--- config.mk ---
export PLATFORM = sky130hd
export DESIGN_NAME = uart_command_frame_decoder_top
export DESIGN_NICKNAME = d
export VERILOG_FILES = /design/src/rtl/core/ucfd_pkg.sv /design/src/rtl/core/ucfd_parser.sv /design/src/rtl/core/ucfd_queue.sv /design/src/rtl/core/ucfd_exec.sv /design/src/rtl/core/uart_command_frame_decoder_top.sv
export SDC_FILE = /design/constraint.sdc
export NUM_CORES = 1
export LEC_CHECK = 0
export BUFFER_PORTS_ARGS = -buffer_cell sky130_fd_sc_hd__buf_2
export CORE_MARGIN = 2
export CORE_UTILIZATION = 35
export CTS_BUF_LIST = sky130_fd_sc_hd__clkbuf_16
export DETAILED_ROUTE_END_ITERATION = 7
export GPL_ROUTABILITY_DRIVEN = 0
export PLACE_DENSITY = 0.56
export SYNTH_ARGS = -nofsm -noshare
export SYNTH_HDL_FRONTEND = slang
export SYNTH_SLANG_ARGS = --single-unit
--- constraint.sdc ---
create_clock -name clk -period 4.15 [get_ports clk]
set_input_delay 0.2075 -clock clk [delete_from_list [all_inputs] [get_ports clk]]
set_output_delay 0.2075 -clock clk [all_outputs]
set_load 0.1 [all_outputs]
--- src/rtl/core/ucfd_pkg.sv ---
`timescale 1ns / 1ps
`default_nettype none
// ----------------------------------------------------------------------------
// ucfd_pkg: shared types and constants of the command frame decoder
// frame layout codes, status codes, register indexes and the frame record
// ----------------------------------------------------------------------------
package ucfd_pkg;

    localparam logic [7:0] START_BYTE = 8'hFE;

    // frame result status
    localparam logic [1:0] ST_OK  = 2'd0;
    localparam logic [1:0] ST_XOR = 2'd1;
    localparam logic [1:0] ST_LEN = 2'd2;

    // configuration register indexes
    localparam logic [1:0] CFG_MAX_LEN     = 2'd0;
    localparam logic [1:0] CFG_STATE_FUNC  = 2'd1;
    localparam logic [1:0] CFG_MANUAL_FUNC = 2'd2;

    // reset values of the configuration registers
    localparam logic [15:0] MAX_LEN_RESET     = 16'd128;
    localparam logic [15:0] STATE_FUNC_RESET  = 16'h0051;
    localparam logic [15:0] MANUAL_FUNC_RESET = 16'h0052;

    // default depth of the frame queue
    localparam int QUEUE_DEPTH_DEFAULT = 2;

    // one finished frame, handed from the parser to the executor
    typedef struct packed {
        logic [1:0]  status;
        logic [15:0] func;
        logic [15:0] len;
        logic [7:0]  first;
    } frame_evt_t;

endpackage
`default_nettype wire

--- src/rtl/core/ucfd_parser.sv ---
`timescale 1ns / 1ps
`default_nettype none
// ----------------------------------------------------------------------------
// ucfd_parser: byte-level frame parser
// tracks the frame phase, accumulates the xor and emits one record per frame
// ----------------------------------------------------------------------------
module ucfd_parser (
    input  wire logic                 clk,
    input  wire logic                 rst_n,
    input  wire logic                 byte_valid,
    input  wire logic [7:0]           byte_data,
    input  wire logic [15:0]          max_len,
    output      logic                 evt_valid,
    output      ucfd_pkg::frame_evt_t evt
);
    import ucfd_pkg::*;

    localparam logic [2:0] PH_WAIT  = 3'd0;
    localparam logic [2:0] PH_FMSB  = 3'd1;
    localparam logic [2:0] PH_FLSB  = 3'd2;
    localparam logic [2:0] PH_LMSB  = 3'd3;
    localparam logic [2:0] PH_LLSB  = 3'd4;
    localparam logic [2:0] PH_DATA  = 3'd5;
    localparam logic [2:0] PH_CHECK = 3'd6;

    logic [2:0]  phase_reg, phase_next;
    logic [15:0] func_reg, func_next;
    logic [15:0] len_reg, len_next;
    logic [15:0] count_reg, count_next;
    logic [7:0]  xor_reg, xor_next;
    logic [7:0]  first_reg, first_next;
    logic [15:0] len_full;
    logic [15:0] count_inc;

    assign len_full  = {len_reg[15:8], byte_data};
    assign count_inc = count_reg + 16'd1;

    always_comb
    begin
        phase_next = phase_reg;
        func_next  = func_reg;
        len_next   = len_reg;
        count_next = count_reg;
        xor_next   = xor_reg;
        first_next = first_reg;
        evt_valid  = 1'b0;
        evt.status = ST_OK;
        evt.func   = func_reg;
        evt.len    = len_reg;
        evt.first  = first_reg;
        if (byte_valid)
        begin
            case (phase_reg)
                PH_FMSB:
                begin
                    func_next  = {byte_data, 8'h00};
                    xor_next   = xor_reg ^ byte_data;
                    phase_next = PH_FLSB;
                end
                PH_FLSB:
                begin
                    func_next  = {func_reg[15:8], byte_data};
                    xor_next   = xor_reg ^ byte_data;
                    phase_next = PH_LMSB;
                end
                PH_LMSB:
                begin
                    len_next   = {byte_data, 8'h00};
                    xor_next   = xor_reg ^ byte_data;
                    phase_next = PH_LLSB;
                end
                PH_LLSB:
                begin
                    len_next   = len_full;
                    xor_next   = xor_reg ^ byte_data;
                    count_next = 16'd0;
                    first_next = 8'd0;
                    if (len_full > max_len)
                    begin
                        // over the limit: report now and resynchronize
                        phase_next = PH_WAIT;
                        evt_valid  = 1'b1;
                        evt.status = ST_LEN;
                        evt.len    = len_full;
                        evt.first  = 8'd0;
                    end
                    else if (len_full == 16'd0)
                    begin
                        phase_next = PH_CHECK;
                    end
                    else
                    begin
                        phase_next = PH_DATA;
                    end
                end
                PH_DATA:
                begin
                    if (count_reg == 16'd0)
                    begin
                        first_next = byte_data;
                    end
                    xor_next   = xor_reg ^ byte_data;
                    count_next = count_inc;
                    if (count_inc >= len_reg)
                    begin
                        phase_next = PH_CHECK;
                    end
                end
                PH_CHECK:
                begin
                    phase_next = PH_WAIT;
                    evt_valid  = 1'b1;
                    evt.status = (xor_reg == byte_data) ? ST_OK : ST_XOR;
                    evt.first  = (len_reg == 16'd0) ? 8'd0 : first_reg;
                end
                default:
                begin
                    phase_next = PH_WAIT;
                    if (byte_data == START_BYTE)
                    begin
                        xor_next   = START_BYTE;
                        phase_next = PH_FMSB;
                    end
                end
            endcase
        end
    end

    always_ff @(posedge clk or negedge rst_n)
    begin
        if (!rst_n)
        begin
            phase_reg <= PH_WAIT;
            func_reg  <= 16'd0;
            len_reg   <= 16'd0;
            count_reg <= 16'd0;
            xor_reg   <= 8'd0;
            first_reg <= 8'd0;
        end
        else
        begin
            phase_reg <= phase_next;
            func_reg  <= func_next;
            len_reg   <= len_next;
            count_reg <= count_next;
            xor_reg   <= xor_next;
            first_reg <= first_next;
        end
    end

endmodule
`default_nettype wire

--- src/rtl/core/ucfd_queue.sv ---
`timescale 1ns / 1ps
`default_nettype none
// ----------------------------------------------------------------------------
// ucfd_queue: small frame record queue
// decouples the parser from the executor so each side stalls on its own
// ----------------------------------------------------------------------------
module ucfd_queue #(
    parameter int DEPTH = ucfd_pkg::QUEUE_DEPTH_DEFAULT
) (
    input  wire logic                 clk,
    input  wire logic                 rst_n,
    input  wire logic                 push,
    input  wire ucfd_pkg::frame_evt_t push_data,
    output      logic                 not_full,
    input  wire logic                 pop,
    output      logic                 not_empty,
    output      ucfd_pkg::frame_evt_t pop_data
);
    import ucfd_pkg::*;

    localparam int PTR_W = (DEPTH > 1) ? $clog2(DEPTH) : 1;
    localparam int CNT_W = $clog2(DEPTH + 1);
    localparam logic [PTR_W-1:0] LAST_PTR = PTR_W'(DEPTH - 1);
    localparam logic [CNT_W-1:0] FULL_CNT = CNT_W'(DEPTH);

    frame_evt_t             slot_reg [DEPTH];
    logic [PTR_W-1:0]       wr_ptr_reg, wr_ptr_next;
    logic [PTR_W-1:0]       rd_ptr_reg, rd_ptr_next;
    logic [CNT_W-1:0]       count_reg, count_next;

    assign not_full  = (count_reg != FULL_CNT);
    assign not_empty = (count_reg != '0);
    assign pop_data  = slot_reg[rd_ptr_reg];

    always_comb
    begin
        wr_ptr_next = wr_ptr_reg;
        rd_ptr_next = rd_ptr_reg;
        count_next  = count_reg;
        if (push)
        begin
            wr_ptr_next = (wr_ptr_reg == LAST_PTR) ? '0 : wr_ptr_reg + 1'b1;
        end
        if (pop)
        begin
            rd_ptr_next = (rd_ptr_reg == LAST_PTR) ? '0 : rd_ptr_reg + 1'b1;
        end
        if (push && !pop)
        begin
            count_next = count_reg + 1'b1;
        end
        else if (pop && !push)
        begin
            count_next = count_reg - 1'b1;
        end
    end

    always_ff @(posedge clk)
    begin
        if (push)
        begin
            slot_reg[wr_ptr_reg] <= push_data;
        end
    end

    always_ff @(posedge clk or negedge rst_n)
    begin
        if (!rst_n)
        begin
            wr_ptr_reg <= '0;
            rd_ptr_reg <= '0;
            count_reg  <= '0;
        end
        else
        begin
            wr_ptr_reg <= wr_ptr_next;
            rd_ptr_reg <= rd_ptr_next;
            count_reg  <= count_next;
        end
    end

endmodule
`default_nettype wire

--- src/rtl/core/ucfd_exec.sv ---
`timescale 1ns / 1ps
`default_nettype none
// ----------------------------------------------------------------------------
// ucfd_exec: frame executor
// applies good frames to the control registers and holds the result item
// ----------------------------------------------------------------------------
module ucfd_exec (
    input  wire logic                 clk,
    input  wire logic                 rst_n,
    input  wire logic                 evt_valid,
    input  wire ucfd_pkg::frame_evt_t evt,
    output      logic                 evt_pop,
    input  wire logic [15:0]          state_func,
    input  wire logic [15:0]          manual_func,
    output      logic                 res_valid,
    input  wire logic                 res_ready,
    output      logic [63:0]          res_data,
    output      logic [7:0]           robot_state
);
    import ucfd_pkg::*;

    logic        valid_reg, valid_next;
    frame_evt_t  evt_reg;
    logic [7:0]  robot_reg, robot_next;
    logic [7:0]  auto_reg, auto_next;
    logic        apply;

    assign evt_pop = evt_valid && (!valid_reg || res_ready);
    assign apply   = (evt.status == ST_OK) && (evt.len != 16'd0);

    always_comb
    begin
        robot_next = robot_reg;
        auto_next  = auto_reg;
        valid_next = valid_reg;
        if (res_ready)
        begin
            valid_next = 1'b0;
        end
        if (evt_pop)
        begin
            valid_next = 1'b1;
            // state code wins when both codes match
            if (apply && (evt.func == state_func))
            begin
                robot_next = evt.first;
            end
            else if (apply && (evt.func == manual_func))
            begin
                auto_next = evt.first;
            end
        end
    end

    always_ff @(posedge clk)
    begin
        if (evt_pop)
        begin
            evt_reg <= evt;
        end
    end

    always_ff @(posedge clk or negedge rst_n)
    begin
        if (!rst_n)
        begin
            valid_reg <= 1'b0;
            robot_reg <= 8'd0;
            auto_reg  <= 8'd0;
        end
        else
        begin
            valid_reg <= valid_next;
            robot_reg <= robot_next;
            auto_reg  <= auto_next;
        end
    end

    assign res_valid   = valid_reg;
    assign robot_state = robot_reg;
    assign res_data    = {6'd0, auto_reg, robot_reg, evt_reg.first,
                          evt_reg.len, evt_reg.func, evt_reg.status};

endmodule
`default_nettype wire

--- src/rtl/core/uart_command_frame_decoder_top.sv ---
`timescale 1ns / 1ps
`default_nettype none
// ----------------------------------------------------------------------------
// uart_command_frame_decoder_top: command frame decoder for a byte link
// parses 0xFE-framed commands with xor checksum and drives control registers
// ----------------------------------------------------------------------------
// The decoder takes one received byte per cycle on the slave stream,
// while the record queue has room, and returns one result item per
// finished frame on the master stream: when the checksum byte arrives
// (status good or checksum mismatch), or right at the length low byte
// when the length is over max_payload_length (status length error,
// parser resynchronizes). Bytes outside a frame other than 0xFE are
// dropped. The record is queued at the edge that takes the frame's last
// byte and moved into the output register, which raises m_tvalid, once
// that register is empty or being read. The parser and the register
// executor are separated by a record queue of QUEUE_DEPTH entries plus
// the output register, so the slave side keeps taking bytes while
// results wait; it stops only once the queue is full. A good frame with
// a non-empty payload loads the robot state register (function equal to
// state_function_code) or else the auto-control register (function
// equal to manual_function_code) with its first payload byte.
// Configuration writes are meant for idle periods.
// ----------------------------------------------------------------------------
module uart_command_frame_decoder_top #(
    parameter int QUEUE_DEPTH = ucfd_pkg::QUEUE_DEPTH_DEFAULT
) (
    input  wire logic        clk,
    input  wire logic        rst_n,
    // byte input stream
    input  wire logic        s_tvalid,
    output      logic        s_tready,
    input  wire logic [7:0]  s_tdata,   // [7:0] rx_byte
    // result stream
    output      logic        m_tvalid,
    input  wire logic        m_tready,
    // [1:0] frame_status, [17:2] function_code, [33:18] payload_length,
    // [41:34] first_payload_byte, [49:42] robot_state_value,
    // [57:50] auto_control_value, [63:58] zero
    output      logic [63:0] m_tdata,
    // configuration write port
    input  wire logic        cfg_we,
    input  wire logic [1:0]  cfg_index,
    input  wire logic [15:0] cfg_wdata
);
    import ucfd_pkg::*;

    logic        byte_take;
    logic        parse_valid;
    frame_evt_t  parse_evt;
    logic        q_ready;
    logic        q_valid;
    frame_evt_t  q_evt;
    logic        q_pop;
    logic [7:0]  robot_state;

    logic [15:0] max_len_reg;
    logic [15:0] state_func_reg;
    logic [15:0] manual_func_reg;

    // configuration registers, unknown index ignored
    always_ff @(posedge clk or negedge rst_n)
    begin
        if (!rst_n)
        begin
            max_len_reg     <= MAX_LEN_RESET;
            state_func_reg  <= STATE_FUNC_RESET;
            manual_func_reg <= MANUAL_FUNC_RESET;
        end
        else if (cfg_we)
        begin
            case (cfg_index)
                CFG_MAX_LEN:     max_len_reg     <= cfg_wdata;
                CFG_STATE_FUNC:  state_func_reg  <= cfg_wdata;
                CFG_MANUAL_FUNC: manual_func_reg <= cfg_wdata;
                default:         ;
            endcase
        end
    end

    // a byte is taken only while the queue has room for a possible record
    assign s_tready  = q_ready;
    assign byte_take = s_tvalid && s_tready;

    // front: parser
    ucfd_parser u_parser (
        .clk        (clk),
        .rst_n      (rst_n),
        .byte_valid (byte_take),
        .byte_data  (s_tdata),
        .max_len    (max_len_reg),
        .evt_valid  (parse_valid),
        .evt        (parse_evt)
    );

    // record queue between front and back
    ucfd_queue #(
        .DEPTH (QUEUE_DEPTH)
    ) u_queue (
        .clk       (clk),
        .rst_n     (rst_n),
        .push      (parse_valid),
        .push_data (parse_evt),
        .not_full  (q_ready),
        .pop       (q_pop),
        .not_empty (q_valid),
        .pop_data  (q_evt)
    );

    // back: register update and result output
    ucfd_exec u_exec (
        .clk         (clk),
        .rst_n       (rst_n),
        .evt_valid   (q_valid),
        .evt         (q_evt),
        .evt_pop     (q_pop),
        .state_func  (state_func_reg),
        .manual_func (manual_func_reg),
        .res_valid   (m_tvalid),
        .res_ready   (m_tready),
        .res_data    (m_tdata),
        .robot_state (robot_state)
    );

`ifndef NO_ASSERTIONS
    // a record never arrives at a full queue
    a_no_overflow: assert property (@(posedge clk) disable iff (!rst_n)
        parse_valid |-> q_ready)
        else $error("frame record pushed into full queue");

    // robot state only moves when a record is taken by the executor
    a_state_on_pop: assert property (@(posedge clk) disable iff (!rst_n)
        !$stable(robot_state) |-> $past(q_pop))
        else $error("robot state changed without a frame");

    // the status code of a result is never the unused code
    a_status_code: assert property (@(posedge clk) disable iff (!rst_n)
        m_tvalid |-> (m_tdata[1:0] != 2'd3))
        else $error("invalid frame status");
`endif

endmodule
`default_nettype wire

After elaboration in Yosys (flattened, before gate mapping)
Memories as Yosys holds them, arrays and structs flattened.
Cells that the tools add are included.
- register bits after elaboration: 178
- bits in writable memories: 84
- input bits: 31
- logic and storage cells: 119
- memories kept: 1
- add/subtract/negate cells: 5
- magnitude comparators: 2
- equal/unequal tests: 15
- mux-type cells: 32
- bitwise logic cells: 5
- reductions and logical operators: 38
- memory list (name ; words ; bits a word ; read ports ; clocked after Yosys merged registers in ; wr ports ; line ; text):
    u_queue.slot_reg ; 2 ; 42 ; 1 ; 0 ; 1 ; ucfd_queue.sv:26 ; frame_evt_t slot_reg [DEPTH];
- operators by type and width (cell ; count):
    $pmux W16 S2 ; 3
    $logic_not A16 Y1 ; 3
    $pmux W8 S2 ; 3
    $eq A16 B16 Y1 ; 2
    $mux W16 ; 2
    $mux W8 ; 4
    $pmux W3 S6 ; 1
    $add A16 B1 Y16 const B ; 1
    $ge A16 B16 Y1 ; 1
    $gt A16 B16 Y1 ; 1
    $reduce_and A2 Y1 ; 8
    $reduce_bool A16 Y1 ; 1
    $reduce_and A3 Y1 ; 5
    $reduce_bool A2 Y1 ; 7
    $mux W1 ; 10
    $mux W2 ; 5
    $eq A3 B3 Y1 const B ; 3
    $eq A8 B8 Y1 ; 1
    $eq A8 B8 Y1 const B ; 1
    $xor A8 B8 Y8 ; 1
    $logic_and A1 B1 Y1 ; 7
    $eq A3 B2 Y1 const B ; 2
    $mux W3 ; 2
    $reduce_or A5 Y1 ; 1
    other kinds (14) ; 22

Longest topological paths before layout
- word-level depth: 8
- mapped depth: 14
- depth with buffers taken out: 14

Modules after synthesis
From an unflattened synthesis, not the netlist that was laid out.
- cells, all modules: 917
- area, all modules: 12127.9 um^2
- modules (own cells, without submodules) (module ; times used ; cells an instance ; area an instance (um^2)):
    ucfd_parser ; 1 ; 523 ; 4466.8
    ucfd_queue ; 1 ; 147 ; 3422.0
    ucfd_exec ; 1 ; 144 ; 2408.6
    uart_command_frame_decoder_top ; 1 ; 103 ; 1830.5

Worst setup path before layout
No wires, ideal clock.
- path type: flip-flop to flip-flop
- from: reg u_queue.count_reg[0]
- to: mem u_queue.slot_reg[0][0] (netlist name), enable pin
- arrival: 3.995 ns
- data required time: 3.709 ns
- setup slack: -0.286 ns
- stages on the path, launching flop included: 7
- path buffers: 0
- clock period less this slack: 4.436 ns
- cells stage by stage: dfrtp_1 > nand2b_1 > nand2_1 > or3_1 > a21o_1 > and2_1 > nor2_1
- word-level cells in the longest chain between the ends: 5
- ends and longest elaborated chain (element ; line ; text):
    start: declaration ; ucfd_queue.sv:29 ; logic [CNT_W-1:0] count_reg, count_next;
    start signal: assignment ; ucfd_queue.sv:78 ; count_reg <= count_next;
    $ne A2 B2 Y1 ; ucfd_queue.sv:31 ; assign not_full = (count_reg != FULL_CNT);
    net s_tready ; uart_command_frame_decoder_top.sv:31 ; output logic s_tready,
    $logic_and A1 B1 Y1 ; uart_command_frame_decoder_top.sv:82 ; assign byte_take = s_tvalid && s_tready;
    $mux W1 ; ucfd_parser.sv:51 ; if (byte_valid)
    $mux W1 ; ucfd_queue.sv:60 ; if (push)
    $mux W1 (implied by the code) ; ucfd_queue.sv:62 ; slot_reg[wr_ptr_reg] <= push_data;
    end: declaration ; ucfd_queue.sv:26 ;
The timed path passes the listed nets, and every way through them passes these cells.

Final worst setup path
- from: reg u_parser.count_reg[7]
- to: reg u_parser.phase_reg[2]
- word-level cells in the longest chain between the ends: 4
- ends and longest elaborated chain (element ; line ; text):
    start: declaration ; ucfd_parser.sv:29 ; logic [15:0] count_reg, count_next;
    start signal: assignment ; ucfd_parser.sv:145 ; count_reg <= count_next;
    $add A16 B1 Y16 ; ucfd_parser.sv:36 ; assign count_inc = count_reg + 16'd1;
    $ge A16 B16 Y1 ; ucfd_parser.sv:104 ; if (count_inc >= len_reg)
    $ne A2 B1 Y1 (no source line) ; -- ;
    $reduce_and A2 Y1 (no source line) ; -- ;
    end signal: assignment ; ucfd_parser.sv:142 ; phase_reg <= phase_next;
    end: declaration ; ucfd_parser.sv:26 ; logic [2:0] phase_reg, phase_next;
Every way passes these cells.
A chain may end at the register's enable or synchronous reset.

==> out/summary.md <==
• **syn avg cell area** 12.56 um^2
• **cell type contributing the most total cell area after synthesis** sky130_fd_sc_hd__edfxtp_1
• **width of the chip** 187.5 um
• **max-slew violation total from the final report** 0
• **worst voltage drop across the vdd grid** 0.3930 mV
• **CTS sink count** 262
• **Cell Int Power** 0.005961 W
• **tightest slew margin relative to the limit** 26.10%
• **Avg WL per Cell** 17.66 um
• **initial DRC count** 328
• **antenna violations before repair** 1
• **part of the total power dissipated in combinational logic** 35.8%
• **Max Root-Sink Buffers** 3
• **switching share of power** 40.19%
• **final-stage net count** 1112
• **dominant synthesized flop cell** sky130_fd_sc_hd__dfrtp_1
• **pin count of the biggest net entering global routing** 85
• **tightest hold margin** 0.01400 ns
• **die area** 35150 um^2
• **flops & latches, synth** 262
• **Post-Syn Area** 11780 um^2
• **most frequent cells in the layout** sky130_fd_sc_hd__dfrtp_1 (128), sky130_fd_sc_hd__edfxtp_1 (126), sky130_fd_sc_hd__nand2_1 (108)
• **number of antenna diodes** 0
• **synthesis warning total** 0
• **sequential group share of total power** 40.0%
• **Worst Max-Slew Pin Slew** 1.104 ns
• **post-route ant nets** 0
• **capturing element type of the critical path** flop
• **fraction of the yosys area taken by sequential cells** 61.06%
• **number of levels in the clock H-tree** 1
• **DIE HEIGHT** 187.5 um
• **most common cell after layout, fill and taps aside** sky130_fd_sc_hd__dfrtp_1
• **fraction of final layout cells sized beyond drive strength 1** 22.10%
• **number of distinct library cells after synthesis** 54
• **switching power summed over all nets** 0.004006 W
• **Layout Area Growth over Synthesis** 16.79%
• **total half-perimeter wirelength after legalization and detailed placement** 18450 um
• **clock insertion delay at the later pin of the skew report** 0.54 ns
• **biggest area contributors in the synthesized netlist** sky130_fd_sc_hd__edfxtp_1 (32%), sky130_fd_sc_hd__dfrtp_1 (27%), sky130_fd_sc_hd__mux2_2 (6.1%)
• **number of enable-type register cells in the synthesized netlist** 126
• **Total GRT Usage** 15.23%
• **worst path required time** 4.64 ns
• **Worst Setup Slack post-DPL** 0.6562 ns
• **fraction of synthesis flops using an asynchronous set or reset pin** 51.91%
• **type of the worst setup path** flop to flop
• **number of optimization iterations in the first detailed-route pass** 5
• **run status** complete, no violations
• **# Max-Cap Violations** 0
• **top-area cell type share of the netlist area** 32.11%
• **worst path setup slack after routing** 0.6135 ns
• **number of flip-flops in the largest register** 84
• **Power Density** 724.2 nW/um^2
• **Port Buf Inserts** 90
• **instance count of the mapped netlist** 938
• **clock period minus final worst setup slack** 3.537 ns
• **element type at the critical path start** flop
• **clock skew** 0.01889 ns
• **DRC viols** 0
• **via count normalized by instance count** 4.825
• **cell area after layout** 13760 um^2
• **CORE AREA** 33360 um^2
• **vias in the first global route** 7223
• **Starting Density** 35.32%
• **CTS tree** done
• **Crit path arrival time** 4.02 ns
• **biggest fanout along the worst timing path** 8
• **final number of setup-violating endpoints** 0
• **std cell rows** 67
• **via count** 7314
• **wire length of the first global-routing pass** 42150 um
• **final-layout setup total negative slack** 0 ns
• **boundary pin count** 97
• **final worst-path cycle share** 85.22%
• **leakage power summed over all cells** 5.811 nW
• **number of hold-slack violations in the final timing report** 0
• **cell area after placement** 12700 um^2
• **remaining global-route overflow** 0
• **unrepaired setup endpoints after global routing** false
• **Reg clk slew, reported paths** 0.06 ns
• **Fmax** 0.2828 GHz
• **number of buffers inserted during clock tree synthesis** 28
• **Root Buffer Master** sky130_fd_sc_hd__clkbuf_16
• **worst min path class** input port to flop
• **wire length reported by the detailed router** 26780 um
• **clock group share of total power** 24.2%
final cells by class:
type	count	area, um^2
Clock buffer	28	700.7
Clock inverter	24	191.4
Fill cell	3189	19600
Inverter	57	214.0
Multi-Input combinational cell	578	4169
Sequential cell	262	7197
Tap cell	448	560.5
Timing Repair Buffer	119	729.5
Yosys cell counts, drive strengths merged, types with 11 or more instances:
master / number
dfrtp: 129
edfxtp: 126
nand2: 108
o21ai: 85
mux2: 82
inv: 57
xor2: 36
ha: 35
nor2: 33
clkbuf: 32
xnor2: 23
nor4: 22
nand4: 19
mux2i: 17
a21oi: 14
buf: 14
and2: 11
path summary, 6_finish.rpt:
kind                                                        start                                 to  slack [ns]  cells past startpoint
worst min register to register   u_parser.func_reg[5]$_DFFE_PN0P_  u_queue.slot_reg[0][29]$_DFFE_PP_        0.47                      0
worst min-delay path                                 cfg_wdata[8]         max_len_reg[8]$_DFFE_PN0P_        0.01                      3
min in group asynchronous                                   rst_n         max_len_reg[1]$_DFFE_PN0P_        0.33                      2
max in group asynchronous                                   rst_n         max_len_reg[7]$_DFFE_PN1P_        2.84                      3
worst max register to register  u_parser.count_reg[7]$_DFFE_PN0P_  u_parser.phase_reg[2]$_DFFE_PN0P_        0.61                     12
worst max-delay path            u_parser.count_reg[7]$_DFFE_PN0P_  u_parser.phase_reg[2]$_DFFE_PN0P_        0.61                     12
layer usage:
| metal | vias up | GRT usage (%) | share of wire, % |
|---|---|---|---|
| met5 | - | 0 | 0.026 |
| met4 | 2 | 3.422 | 1.8 |
| met3 | 35 | 2.340 | 4.3 |
| met2 | 147 | 25.24 | 48 |
| met1 | 3595 | 21.20 | 46 |
| li1 | 3535 | - | - |
stage by stage:
step	utilization [%]	total power, W	std cells
6_report	41.25	0.009967	1516
5_1_grt	41.25	0.01052	1516
4_1_cts	41.25	0.01008	1516
3_5_place_dp	38.06	0.007625	1447
3_3_place_gp	38.06	0.007574	1447
2_1_floorplan	-	0.006813	943
kinds of logic (layout without fill, tap and decap cells):
group / after synthesis / in the layout / share of synthesized area (%)
AO/OA/AOI/OAI: 143 / 143 / 7.104
XOR/XNOR: 59 / 59 / 4.385
adder cells (fa/ha/maj): 35 / 35 / 3.716
buffers and inverters: 103 / 228 / 3.833
flip-flops: 262 / 262 / 61.06
multiplexers: 99 / 99 / 10.30
other: 1 / 6 / 0.03182
AND/OR/NAND/NOR: 236 / 236 / 9.567
power by group through the flow:
stage                     clock, W  combinational [W]  sequential [W]
after global routing       0.00258            0.00387         0.00407
final                      0.00241            0.00357         0.00399
after floorplan                  0            0.00172         0.00509
after global placement           0            0.00357         0.00401
after detailed placement         0            0.00359         0.00404
after CTS                  0.00247            0.00361         0.00399
timing repair:
action,4_1_cts,5_1_grt
endpoints found under the hold margin,120,0
hold buffers,17,0
resized for setup,0,0
buffers inserted,0,0
endpoints found under the setup margin,0,0
critical path: stages, from the launching register on:
cell and delay [ns]:
sky130_fd_sc_hd__dfrtp_1 0.46, sky130_fd_sc_hd__nand4_1 0.15, sky130_fd_sc_hd__nor4_1 0.65, sky130_fd_sc_hd__and3_1 0.32, sky130_fd_sc_hd__and3_1 0.22, sky130_fd_sc_hd__xor2_1 0.16
sky130_fd_sc_hd__ha_1 0.25, sky130_fd_sc_hd__and3_1 0.18, sky130_fd_sc_hd__a2111oi_0 0.46, sky130_fd_sc_hd__o22a_1 0.20, sky130_fd_sc_hd__o31ai_1 0.13, sky130_fd_sc_hd__o21ai_0 0.18
sky130_fd_sc_hd__a21o_1 0.11
No activity file was read; power rests on OpenSTA's default activity.
